### src/sv/regime_gated_band_reversion_macros.svh
// Assertion macros shared by the band reversion RTL.
`ifndef REGIME_GATED_BAND_REVERSION_MACROS_SVH
`define REGIME_GATED_BAND_REVERSION_MACROS_SVH

`ifndef ASSERT_OFF
// Same-cycle implication, sampled on the block clock, off during reset.
`define RGBR_ASSERT_IMP(label, ante, cons, msg) \
   label: assert property (@(posedge clock) disable iff (reset) (ante) |-> (cons)) \
      else $error(msg);
// Next-cycle implication, sampled on the block clock, off during reset.
`define RGBR_ASSERT_NXT(label, ante, cons, msg) \
   label: assert property (@(posedge clock) disable iff (reset) (ante) |=> (cons)) \
      else $error(msg);
`else
`define RGBR_ASSERT_IMP(label, ante, cons, msg)
`define RGBR_ASSERT_NXT(label, ante, cons, msg)
`endif

`endif

### src/sv/rgbr_pkg.sv
// Shared constants, types and helpers of the band reversion block.
package rgbr_pkg;

   localparam int BAND_WINDOW    = 20;
   localparam int RATIO_LOOKBACK = 10;
   localparam int PRICE_BITS     = 32;

   localparam int CLOSE_BITS = 32;
   localparam int PCT_BITS   = 7;
   localparam int MULT_BITS  = 7;
   localparam int PCT_SCALE  = 100;

   localparam int LAG_BITS  = $clog2(BAND_WINDOW + 1);
   localparam int SLOT_BITS = $clog2(BAND_WINDOW);
   localparam int SUM_BITS  = PRICE_BITS + $clog2(BAND_WINDOW);
   localparam int SQ_BITS   = 2 * PRICE_BITS;
   localparam int Q_BITS    = SQ_BITS + $clog2(BAND_WINDOW);
   localparam int T_BITS    = Q_BITS + $clog2(BAND_WINDOW);
   localparam int TOT_BITS  = PRICE_BITS + $clog2(RATIO_LOOKBACK);
   localparam int GATE_BITS = TOT_BITS + PCT_BITS;
   localparam int M2_BITS   = 2 * MULT_BITS;
   localparam int M2W_BITS  = M2_BITS + $clog2(BAND_WINDOW + 1);

   // Deviation side of the band test: (W*c - S)^2 * 100 * (W - 1).
   localparam int LHS_SCALE  = PCT_SCALE * (BAND_WINDOW - 1);
   localparam int SCALE_BITS = $clog2(LHS_SCALE + 1);

   localparam int DIGIT_BITS = 8;
   localparam int B_RAW_0    = (SUM_BITS > M2W_BITS) ? SUM_BITS : M2W_BITS;
   localparam int B_RAW      = (B_RAW_0 > SCALE_BITS) ? B_RAW_0 : SCALE_BITS;
   localparam int MUL_B_BITS = ((B_RAW + DIGIT_BITS - 1) / DIGIT_BITS) * DIGIT_BITS;
   localparam int MUL_A_BITS = (T_BITS > 2 * SUM_BITS) ? T_BITS : 2 * SUM_BITS;
   localparam int MUL_P_BITS = MUL_A_BITS + MUL_B_BITS;

   localparam int CSR_IDX_BITS  = 2;
   localparam int CSR_DATA_BITS = 7;
   localparam logic [CSR_IDX_BITS-1:0] CSR_GATE_ENABLE     = 2'd0;
   localparam logic [CSR_IDX_BITS-1:0] CSR_RATIO_THRESHOLD = 2'd1;
   localparam logic [CSR_IDX_BITS-1:0] CSR_BAND_MULT       = 2'd2;

   localparam logic                 GATE_RESET   = 1'b1;
   localparam logic [PCT_BITS-1:0]  THRESH_RESET = 7'd35;
   localparam logic [MULT_BITS-1:0] MULT_RESET   = 7'd20;

   localparam logic signed [1:0] DIR_LONG  = 2'sb01;
   localparam logic signed [1:0] DIR_SHORT = 2'sb11;
   localparam logic signed [1:0] DIR_NONE  = 2'sb00;

   typedef enum logic [3:0] {
      ST_IDLE,
      ST_WALK,
      ST_DRAIN,
      ST_GATE,
      ST_DECIDE,
      ST_SQ_SUM,
      ST_SPREAD,
      ST_SQ_DEV,
      ST_LHS,
      ST_RHS,
      ST_OUT
   } state_type;

   typedef struct packed {
      logic                clear;
      logic                rd_en;
      logic [LAG_BITS-1:0] rd_lag;
      logic                wr_en;
   } ring_cmd_type;

   typedef struct packed {
      logic busy;
      logic done;
   } mul_stat_type;

   function automatic logic [PRICE_BITS-1:0] abs_diff(input logic [PRICE_BITS-1:0] a,
                                                      input logic [PRICE_BITS-1:0] b);
      return (a >= b) ? (a - b) : (b - a);
   endfunction

endpackage

### src/sv/rgbr_mul.sv
// Digit-serial wide multiplier: one byte of the multiplier per cycle.
module rgbr_mul (
   input  logic                                clock,
   input  logic                                reset,
   input  logic                                start,
   input  logic [rgbr_pkg::MUL_A_BITS-1:0]     a,
   input  logic [rgbr_pkg::MUL_B_BITS-1:0]     b,
   output logic [rgbr_pkg::MUL_P_BITS-1:0]     product,
   output rgbr_pkg::mul_stat_type              stat
);
   localparam int PBITS = rgbr_pkg::MUL_P_BITS;
   localparam int BBITS = rgbr_pkg::MUL_B_BITS;
   localparam int DBITS = rgbr_pkg::DIGIT_BITS;

   logic [PBITS-1:0] a_ff, a_in;
   logic [BBITS-1:0] b_ff, b_in;
   logic [PBITS-1:0] acc_ff, acc_in;
   logic             busy_ff, busy_in;
   logic             done_ff, done_in;

   // The multiplicand shifts up a digit each step, so the product of the
   // low multiplier digit lands at its proper weight without a barrel shift.
   always_comb begin
      a_in    = a_ff;
      b_in    = b_ff;
      acc_in  = acc_ff;
      busy_in = busy_ff;
      done_in = 1'b0;
      if (start) begin
         a_in    = PBITS'(a);
         b_in    = b;
         acc_in  = '0;
         busy_in = 1'b1;
      end else if (busy_ff) begin
         acc_in = acc_ff + a_ff * PBITS'(b_ff[DBITS-1:0]);
         a_in   = a_ff << DBITS;
         b_in   = b_ff >> DBITS;
         if (b_in == '0) begin
            busy_in = 1'b0;
            done_in = 1'b1;
         end
      end
   end

   always_ff @(posedge clock) begin
      if (reset) begin
         busy_ff <= 1'b0;
         done_ff <= 1'b0;
      end else begin
         busy_ff <= busy_in;
         done_ff <= done_in;
      end
   end

   always_ff @(posedge clock) begin
      a_ff   <= a_in;
      b_ff   <= b_in;
      acc_ff <= acc_in;
   end

   assign product   = acc_ff;
   assign stat.busy = busy_ff;
   assign stat.done = done_ff;

endmodule

### config.mk
export PLATFORM = sky130hd
export DESIGN_NAME = rgbr_mul
export DESIGN_NICKNAME = d
export VERILOG_FILES = /design/src/sv/regime_gated_band_reversion_macros.svh /design/src/sv/rgbr_pkg.sv /design/src/sv/rgbr_mul.sv
export SDC_FILE = /design/constraint.sdc
export NUM_CORES = 2
export LEC_CHECK = 0
export BUFFER_PORTS_ARGS = -buffer_cell sky130_fd_sc_hd__buf_2
export CAP_MARGIN = 20
export CORE_MARGIN = 4
export CORE_UTILIZATION = 55
export CTS_BUF_LIST = sky130_fd_sc_hd__clkbuf_4 sky130_fd_sc_hd__clkbuf_8
export CTS_CLUSTER_SIZE = 30
export DETAILED_ROUTE_END_ITERATION = 8
export PLACE_DENSITY_LB_ADDON = 0.25
export SETUP_SLACK_MARGIN = 0.05
export SLEW_MARGIN = 15
export SYNTH_ARGS = -nofsm -noshare
export SYNTH_HDL_FRONTEND = slang
export SYNTH_SLANG_ARGS = --single-unit
### constraint.sdc
create_clock -name clock -period 10.1 [get_ports clock]
set_clock_uncertainty 0.15 [all_clocks]
set_input_delay 0.505 -clock clock [delete_from_list [all_inputs] [get_ports clock]]
set_output_delay 0.505 -clock clock [all_outputs]
set_load 0.05 [all_outputs]
==> impl_results.md <==
- WL/cell: 20.5 um
- Slew @ Worst Pin: between 1000 and 1500 ps
- Max Slew Vio Count: 0
- Critical Path Sink Type: flip-flop
- Vias post-DR: around 32000
- Final GP Congestion: ~0.95
- Number of synthesized flops with an enable pin: about 110
- Worst skew pair latency: ~680 ps
- Mapped Cells: ~4500
- Fmax: around 130 MHz
- Layout cells sized above 1: 10.0%
- Outcome: complete, no violations
- Placed instance count: 5440
- Clock root buffer master: clkbuf_8
- Worst min-delay path class: in2reg
- Reg-to-reg setup timing slack: ~2100 ps
- Slowest Stage Delay on Critical Path: between 900 and 1000 ps
- H-tree levels: 2
- Crit start category: flip-flop
- Die Y: approximately 280 um
- Cell Chain, Critical Path: buf_12, nand2_1, fa_1, inv_1, fa_1, inv_1, fa_1, fa_1, inv_1, ha_1, nand2_1, o21bai_1, a21boi_1, o21bai_1, a2111oi_0, o211ai_1, o211a_2, o31a_1, o31ai_1, a21boi_1, xnor2_1, o22ai_1
- Final cell count without fillers: roughly 5700
- CP max FO: 84
- Initial Utilization: a little under three fifths
- Pre-antenna DRT Iters: 5
- Synth warn: 0
- # DRC: 0
- Synthesized area: approximately 41000 um^2
- Max_cap viols: 0
- Syn nets: about 5500
- Critical Path AT: about 8400 ps
- CTS clk-pin slew, worst paths: around 60 ps
- Syn Area/Cell: between 9 and 10 um^2
- Detailed-placement wirelength estimate: 86.4 mm
- Total GRT Usage: slightly above 30%
- Global-route wire length before repair: around 190 mm
- # IOs: 233
- Final Hold Viols: 0
- Vias in the first global route: around 34000
- Slowest cell on crit path: a2111oi_0
- Number of routed nets with antenna violations: 0
- Setup bufs post-CTS: 0
- Dominant synthesized flop cell: dfxtp_1
- Final WL: approximately 120 mm
- Setup TNS: 0 ps
- Final #Nets: around 5600
- DRT iter0 DRCs: between 2000 and 2500
- Core area: 73300 um^2
- Largest net degree at the start of global routing: between 100 and 150
- Slew HR: 16.1%
- Final period util: around 80%
- Synth Register Bits: 270
- TritonCTS clock tree: built
- Die area: about 80000 um^2
- Synth async-reset ratio: 0%
- Leading cell types in the layout, fill and taps excluded: 912 x inv_1, 760 x fa_1, 643 x and2_1
- TritonCTS Buffers: 54
- Syn-to-layout area delta: 9.78%
- Final min period: around 8000 ps
- Routed vias/inst: 5.61
- Clk sinks: 270
- Die width: around 280 um
- Final Setup Violations: 0
- Total gr overflow: 0
- Most frequent CP cell: fa_1
- Initial antenna violation count: 3
- CP Class: reg2reg
- Clock Tree Buf Depth: 3
- Netlist cell types: between 70 and 80
- RSZ-0062 raised after global routing: false
- Commonest non-fill, non-tap cell in the layout: inv_1
- Rows: just under 100
- Port buffer count: 232
- Seq/Total Area, Yosys: around 16%
- Required @ worst endpoint: 10450 ps
-- synth_stat cells (31+ instances only) --
library cell  count  area (um^2)
a21o_1           52          390
a21oi_1         157          786
and2_1          643         4020
clkbuf_1        210          788
dfxtp_1         156         3120
edfxtp_1        114         3420
fa_1            760        15200
ha_1            123         1540
inv_1           912         3420
mux2_2           98         1100
mux2i_1          86          861
nand2_1         379         1420
nand4_1          62          388
nor2_1          164          616
nor3_1           34          170
o21ai_0          53          265
o21ai_1          34          170
o21bai_1         31          233
o22ai_1          46          288
xnor2_1          68          596
xor2_1           44          385
-- flip-flops by register name, summed over array words and instances (netlist names) --
name and count:
a_ff 114, product 114, b_ff 40, busy_ff 1, done_ff 1
-- critical path, delay by kind of cell, from the launching register on --
family,cells,cell delay (ps)
AOI/OAI and AO/OA,10,3460
adders and majority gates,5,2290
DFF,1,840
buffers and inverters,4,640
and+or+nand+nor,2,230
xor gates and xnor gates,1,180
-- metrics by stage --
| stage | worst slack [ps] | area (um^2) | hold WS [ps] | utilization, % |
|---|---|---|---|---|
| 3_3_place_gp | 2510 | 42600 | 326 | 58.1 |
| 3_5_place_dp | 2300 | 42600 | 337 | 58.1 |
| 2_1_floorplan | 3640 | 40900 | 310 | - |
| 4_1_cts | 2270 | 44900 | 1.91 | 61.2 |
| 5_1_grt | 1820 | 44900 | 11.0 | 61.3 |
| 6_report | 2110 | 44900 | 45.5 | 61.3 |
-- logic make-up (layout without fill, tap and decap cells) --
group	count (synthesis)	count (layout)	share of synthesized area, %
buffers and inverters	1158	1380	10.7
muxes	184	184	4.80
DFF	270	270	16.0
xor gates and xnor gates	112	112	2.40
AOI/OAI and AO/OA	497	497	7.69
and+or+nand+nor	1364	1364	17.5
other	0	4	0
adders and majority gates	883	883	40.9
-- final timing paths --
path / cells past startpoint / startpoint / end
setup reg to reg: 22 / b_ff[1] / product[83]
setup / recovery: 22 / b_ff[1] / product[83]
hold / removal: 2 / a[51] / a_ff[51]
hold reg to reg: 2 / product[4] / product[4]
-- final cells by class --
type	instances	area (um^2)
timing repair buffer	364	2460
clock buffer	75	932
multi-input combinational	3040	30000
tap	959	1200
sequential	270	6550
inverter	914	3440
clock inverter	27	323
fill	6230	28400
antenna	4	10.0
-- metal layers --
layer	track usage, %	part of all wire (%)	vias to the layer above
met1	41.9	42	16100
li1	-	-	14100
met2	49.3	46	1300
met5	0	0	-
met4	10.5	3.8	0
met3	6.01	7.8	263
-- repair_timing --
| action | CTS | global route |
|---|---|---|
| resized for setup | 0 | 0 |
| hold endpoints to repair | 107 | 0 |
| hold buffers | 106 | 0 |
Power is not shown: default switching activity piles up to over one toggle a cycle in this logic, so the estimate is an artifact.
