File: config.mk
export PLATFORM = sky130hd
export DESIGN_NAME = rgbr_ring
export DESIGN_NICKNAME = d
export VERILOG_FILES = /design/src/sv/regime_gated_band_reversion_macros.svh /design/src/sv/rgbr_pkg.sv /design/src/sv/rgbr_ring.sv
export SDC_FILE = /design/constraint.sdc
export NUM_CORES = 1
export LEC_CHECK = 0
export BUFFER_PORTS_ARGS = -buffer_cell sky130_fd_sc_hd__clkbuf_2
export CAP_MARGIN = 40
export CORE_AREA = 8 8 234 404
export DETAILED_ROUTE_END_ITERATION = 7
export DIE_AREA = 0 0 242 412
export RECOVER_POWER = 100
export SLEW_MARGIN = 10
export SYNTH_ARGS = -nofsm -noshare
export SYNTH_HDL_FRONTEND = slang
export SYNTH_SLANG_ARGS = --single-unit
export TNS_END_PERCENT = 30
File: constraint.sdc
create_clock -name clock -period 8.3 [get_ports clock]
set_input_delay 0.415 -clock clock [delete_from_list [all_inputs] [get_ports clock]]
set_output_delay 0.415 -clock clock [all_outputs]
set_load 0.02 [all_outputs]
File: src/sv/regime_gated_band_reversion_macros.svh
// Assertion macros shared by the band reversion RTL.
`ifndef REGIME_GATED_BAND_REVERSION_MACROS_SVH
`define REGIME_GATED_BAND_REVERSION_MACROS_SVH

`ifndef ASSERT_OFF
// Same-cycle implication, sampled on the block clock, off during reset.
`define RGBR_ASSERT_IMP(label, ante, cons, msg) \
   label: assert property (@(posedge clock) disable iff (reset) (ante) |-> (cons)) \
      else $error(msg);
// Next-cycle implication, sampled on the block clock, off during reset.
`define RGBR_ASSERT_NXT(label, ante, cons, msg) \
   label: assert property (@(posedge clock) disable iff (reset) (ante) |=> (cons)) \
      else $error(msg);
`else
`define RGBR_ASSERT_IMP(label, ante, cons, msg)
`define RGBR_ASSERT_NXT(label, ante, cons, msg)
`endif

`endif

File: src/sv/rgbr_pkg.sv
// Shared constants, types and helpers of the band reversion block.
package rgbr_pkg;

   localparam int BAND_WINDOW    = 20;
   localparam int RATIO_LOOKBACK = 10;
   localparam int PRICE_BITS     = 32;

   localparam int CLOSE_BITS = 32;
   localparam int PCT_BITS   = 7;
   localparam int MULT_BITS  = 7;
   localparam int PCT_SCALE  = 100;

   localparam int LAG_BITS  = $clog2(BAND_WINDOW + 1);
   localparam int SLOT_BITS = $clog2(BAND_WINDOW);
   localparam int SUM_BITS  = PRICE_BITS + $clog2(BAND_WINDOW);
   localparam int SQ_BITS   = 2 * PRICE_BITS;
   localparam int Q_BITS    = SQ_BITS + $clog2(BAND_WINDOW);
   localparam int T_BITS    = Q_BITS + $clog2(BAND_WINDOW);
   localparam int TOT_BITS  = PRICE_BITS + $clog2(RATIO_LOOKBACK);
   localparam int GATE_BITS = TOT_BITS + PCT_BITS;
   localparam int M2_BITS   = 2 * MULT_BITS;
   localparam int M2W_BITS  = M2_BITS + $clog2(BAND_WINDOW + 1);

   // Deviation side of the band test: (W*c - S)^2 * 100 * (W - 1).
   localparam int LHS_SCALE  = PCT_SCALE * (BAND_WINDOW - 1);
   localparam int SCALE_BITS = $clog2(LHS_SCALE + 1);

   localparam int DIGIT_BITS = 8;
   localparam int B_RAW_0    = (SUM_BITS > M2W_BITS) ? SUM_BITS : M2W_BITS;
   localparam int B_RAW      = (B_RAW_0 > SCALE_BITS) ? B_RAW_0 : SCALE_BITS;
   localparam int MUL_B_BITS = ((B_RAW + DIGIT_BITS - 1) / DIGIT_BITS) * DIGIT_BITS;
   localparam int MUL_A_BITS = (T_BITS > 2 * SUM_BITS) ? T_BITS : 2 * SUM_BITS;
   localparam int MUL_P_BITS = MUL_A_BITS + MUL_B_BITS;

   localparam int CSR_IDX_BITS  = 2;
   localparam int CSR_DATA_BITS = 7;
   localparam logic [CSR_IDX_BITS-1:0] CSR_GATE_ENABLE     = 2'd0;
   localparam logic [CSR_IDX_BITS-1:0] CSR_RATIO_THRESHOLD = 2'd1;
   localparam logic [CSR_IDX_BITS-1:0] CSR_BAND_MULT       = 2'd2;

   localparam logic                 GATE_RESET   = 1'b1;
   localparam logic [PCT_BITS-1:0]  THRESH_RESET = 7'd35;
   localparam logic [MULT_BITS-1:0] MULT_RESET   = 7'd20;

   localparam logic signed [1:0] DIR_LONG  = 2'sb01;
   localparam logic signed [1:0] DIR_SHORT = 2'sb11;
   localparam logic signed [1:0] DIR_NONE  = 2'sb00;

   typedef enum logic [3:0] {
      ST_IDLE,
      ST_WALK,
      ST_DRAIN,
      ST_GATE,
      ST_DECIDE,
      ST_SQ_SUM,
      ST_SPREAD,
      ST_SQ_DEV,
      ST_LHS,
      ST_RHS,
      ST_OUT
   } state_type;

   typedef struct packed {
      logic                clear;
      logic                rd_en;
      logic [LAG_BITS-1:0] rd_lag;
      logic                wr_en;
   } ring_cmd_type;

   typedef struct packed {
      logic busy;
      logic done;
   } mul_stat_type;

   function automatic logic [PRICE_BITS-1:0] abs_diff(input logic [PRICE_BITS-1:0] a,
                                                      input logic [PRICE_BITS-1:0] b);
      return (a >= b) ? (a - b) : (b - a);
   endfunction

endpackage

File: src/sv/rgbr_ring.sv
// Close history ring: synchronous memory with write slot and fill count.
module rgbr_ring (
   input  logic                                clock,
   input  logic                                reset,
   input  rgbr_pkg::ring_cmd_type              cmd,
   input  logic [rgbr_pkg::PRICE_BITS-1:0]     wr_data,
   output logic [rgbr_pkg::PRICE_BITS-1:0]     rd_data,
   output logic                                full
);
   localparam int PBITS = rgbr_pkg::PRICE_BITS;
   localparam int SBITS = rgbr_pkg::SLOT_BITS;
   localparam int LBITS = rgbr_pkg::LAG_BITS;
   localparam int AW    = LBITS + 1;
   localparam int DEPTH = rgbr_pkg::BAND_WINDOW;

   logic [PBITS-1:0] mem [DEPTH];
   logic [PBITS-1:0] rd_data_ff;
   logic [SBITS-1:0] slot_ff, slot_in;
   logic [LBITS-1:0] held_ff, held_in;
   logic [AW-1:0]    wrap_sum;
   logic [SBITS-1:0] rd_addr;

   // The entry lag bars back sits behind the write slot, modulo the depth.
   always_comb begin
      wrap_sum = AW'(slot_ff) + AW'(DEPTH) - AW'(cmd.rd_lag);
      if (wrap_sum >= AW'(DEPTH)) begin
         rd_addr = SBITS'(wrap_sum - AW'(DEPTH));
      end else begin
         rd_addr = SBITS'(wrap_sum);
      end
   end

   always_comb begin
      slot_in = slot_ff;
      held_in = held_ff;
      if (cmd.clear) begin
         slot_in = '0;
         held_in = '0;
      end else if (cmd.wr_en) begin
         slot_in = (slot_ff == SBITS'(DEPTH - 1)) ? '0 : slot_ff + 1'b1;
         if (held_ff != LBITS'(DEPTH)) begin
            held_in = held_ff + 1'b1;
         end
      end
   end

   always_ff @(posedge clock) begin
      if (reset) begin
         slot_ff <= '0;
         held_ff <= '0;
      end else begin
         slot_ff <= slot_in;
         held_ff <= held_in;
      end
   end

   always_ff @(posedge clock) begin
      if (cmd.wr_en) begin
         mem[slot_ff] <= wr_data;
      end
      if (cmd.rd_en) begin
         rd_data_ff <= mem[rd_addr];
      end
   end

   assign rd_data = rd_data_ff;
   assign full    = (held_ff == LBITS'(DEPTH));

endmodule

==> out/results.ini <==
[sta]
slew_violations=601
period_minus_slack_ps=6200
setup-tns-final_ps=0
slew_headroom_pct=-116
fmax_ghz=0.161
fin_crit_sh_pct=74.7
rsz0062_at_grt=false
worstMarginPinSlew_ps=3240
final_hold_viol_count=0
finalClockSkew_ps=19.8
setup_violations=0

[critical_path]
cpMostUsedCell=inv_1
r2r_end=rd_data[16]
start_kind=register
crit_path_start=slot_ff[2]
reg2reg_from=slot_ff[2]
reg2reg_slack_ps=2100
worstPathMaxFanout=32
cpMaxStageDelayCell=clkbuf_1
path_class=reg -> reg
crit_chain=inv_1 > ha_1 > inv_1 > fa_1 > inv_1 > ha_1 > mux2_2 > buf_12 > or2_2 > clkbuf_1 > o221ai_1
rr_worst_depth=11
crit_required_ps=8510
cpPeakStageDelay_ps=2270
crit_arrival_ps=6420
cp-end-kind=register

[synth]
synth-edff-count=672
synth_seq_area_share_pct=77.2
synthArstFlopShare_pct=0
synth_nets=1212
ys_types=48
synth_common_cells=edfxtp_1 (672), mux4_2 (160), mux2i_1 (68)
synthFlopType=edfxtp_1
synth.area.top_cells=edfxtp_1 (76%), mux4_2 (14%), mux2i_1 (2.6%)
synth-seq-cells=682
yosysTopAreaCellShare_pct=76.4
avgSynthCellArea_um2=22.9
synth.most_common_cell=edfxtp_1
synthCells=1152
yosysTopAreaCell=edfxtp_1
syn_area_um2=26400
yosys_warnings=0

[die]
fp-row-count=145
ios=75
core_um2=88900
die_x_um=242
dieArea_um2=99700
start_util_pct=29.7
die_y_um=412

[grt]
antenna_found_initial=6
grt_pass1_vias=12885
grt-busiest-layer=met2
met1_usage_pct=13.3
grt_pass1_wl_um=86600
grt_util_met3_pct=1.62
globalRouteOverflowTotal=0
gr-usage-all-layers_pct=11.6
met2_usage_pct=21.9
grt_max_degree=52

[final_layout]
drive_above_1_share_pct=23.2
layout.nets=1321
post-route-util_pct=33.7
area.growth.synth_to_final_pct=13.4

[place]
gp_congestion=0.704
numPortBuffers=74
dp_hpwl_um=32700

[clock_network]
cts_tree=yes
cts_sinks=682
clk_pin_slew_worst_paths_ps=70
htree_num_levels=2
post_cts_resized=0
cts_hold_buf=0
cts_root_buffer=clkbuf_16
postCtsSetupRepairBufs=0
worstSkewPairLatency_ps=590
cts_max_path_buffers=3
cts_made_buffers=54

[pwr]
ir_drop_uv=154
power_frac_seq_pct=53.4
clkPwrFrac_pct=35.7
p_sw_mw=1.67
netSwitchingFraction_pct=23.0
internal_power_mw=5.61
p_leak_nw=9.20
pwr-share-comb_pct=10.9
power_mw=7.29
p_per_area_nw_per_um2=243

[routing]
drt-total-wl_um=58600
num_vias=11679
drtPass1Iterations=5
routedWlPerCell_um=23.6
antenna_left=0
drcViolationCount=0
drt-vias-per-instance=4.71
drtIter0Drc=722

[hold_path]
min_from=reset
worstHoldEndpoint=slot_ff[1]
min_path_type=in -> reg
hold_path_depth=3

[run_status]
violations=capacitance limit, slew limit
status=finished with violations

[flow_run]
cap_violations=19

## kinds of logic after synthesis
family	synth area share, %
muxes	16.3
AOI/OAI and AO/OA	2.28
xor gates and xnor gates	0.303
buffers and inverters	1.41
DFF	77.2
and+or+nand+nor	1.60
adders and majority gates	0.882
## registers in the layout (all words and copies together), names as in the netlist
name and flops:
rd_data 32, held_ff 5, mem 640, slot_ff 5
## routing by layer
metal / vias up / part of all wire (%)
li1: 5049 / -
met3: 101 / 3.6
met1: 6285 / 38
met5: - / 0.068
met4: 6 / 2.9
met2: 238 / 55
## worst max path at each step
stage | end | slack (ps) | depth (start not counted)
final | rd_data[16] | 2100 | 11
after global routing | rd_data[20] | 1890 | 11
after CTS | rd_data[15] | 3630 | 15
after detailed placement | rd_data[15] | 3630 | 16
after global placement | rd_data[18] | 3760 | 16
after floorplan | mem[19][0] | 3940 | 3
## critical path: cells and delay by family, from the launching register on
kind | cells | cell delay [ps]
DFF | 1 | 610
adders and majority gates | 3 | 1230
AOI/OAI and AO/OA | 1 | 410
and+or+nand+nor | 1 | 130
muxes | 1 | 550
buffers and inverters | 5 | 2840
## power groups by stage
stage               clock network, mW  registers [mW]  logic [mW]
floorplan                           0            4.00       0.541
global placement                    0            3.97       0.809
detailed placement                  0            3.97       0.843
CTS                              2.66            3.89       0.844
global route                     2.77            3.90       0.855
finish                           2.60            3.89       0.793
## cell usage in the layout (no fill, tap or decap), types with 2 or more instances in the layout
| master | count |
|---|---|
| buf_4 | 8 |
| clkinv_1 | 15 |
| diode_2 | 2 |
| nor3_2 | 2 |
| and3_1 | 3 |
| nor2_4 | 9 |
| o221ai_1 | 10 |
| nand3_1 | 2 |
| ha_1 | 15 |
| a21oi_1 | 5 |
| clkbuf_1 | 98 |
| bufinv_16 | 7 |
| clkbuf_2 | 9 |
| nand2_1 | 45 |
| dfxtp_1 | 10 |
| o221ai_2 | 21 |
| buf_16 | 3 |
| or2_2 | 2 |
| clkbuf_16 | 55 |
| nor2_1 | 13 |
| nor3_1 | 4 |
| buf_12 | 2 |
| nand2b_1 | 2 |
| mux2i_1 | 68 |
| nand4_1 | 4 |
| clkinv_2 | 4 |
| xor2_1 | 5 |
| mux4_2 | 160 |
| clkinv_4 | 4 |
| ha_4 | 2 |
| inv_1 | 16 |
| edfxtp_1 | 672 |
## cell type report
type,instances,area [um2]
clock inverter,32,342
fill,8365,59000
sequential,682,20400
timing repair buffer,110,558
antenna,2,5.00
tap,1176,1470
inverter,16,60.1
multi-input combinational,397,5710
clock buffer,65,1410
## through the flow
stage | cells | cell area (um2) | worst slack (ps) | hold WS (ps)
global placement | 2372 | 28300 | 3760 | 497
finish | 2480 | 29900 | 2100 | 202
floorplan | 1152 | 26400 | 3940 | 479
global route | 2478 | 29900 | 1890 | 232
CTS | 2478 | 30300 | 3630 | 180
detailed placement | 2381 | 28500 | 3630 | 518
Power figures use the tool's default switching activity.
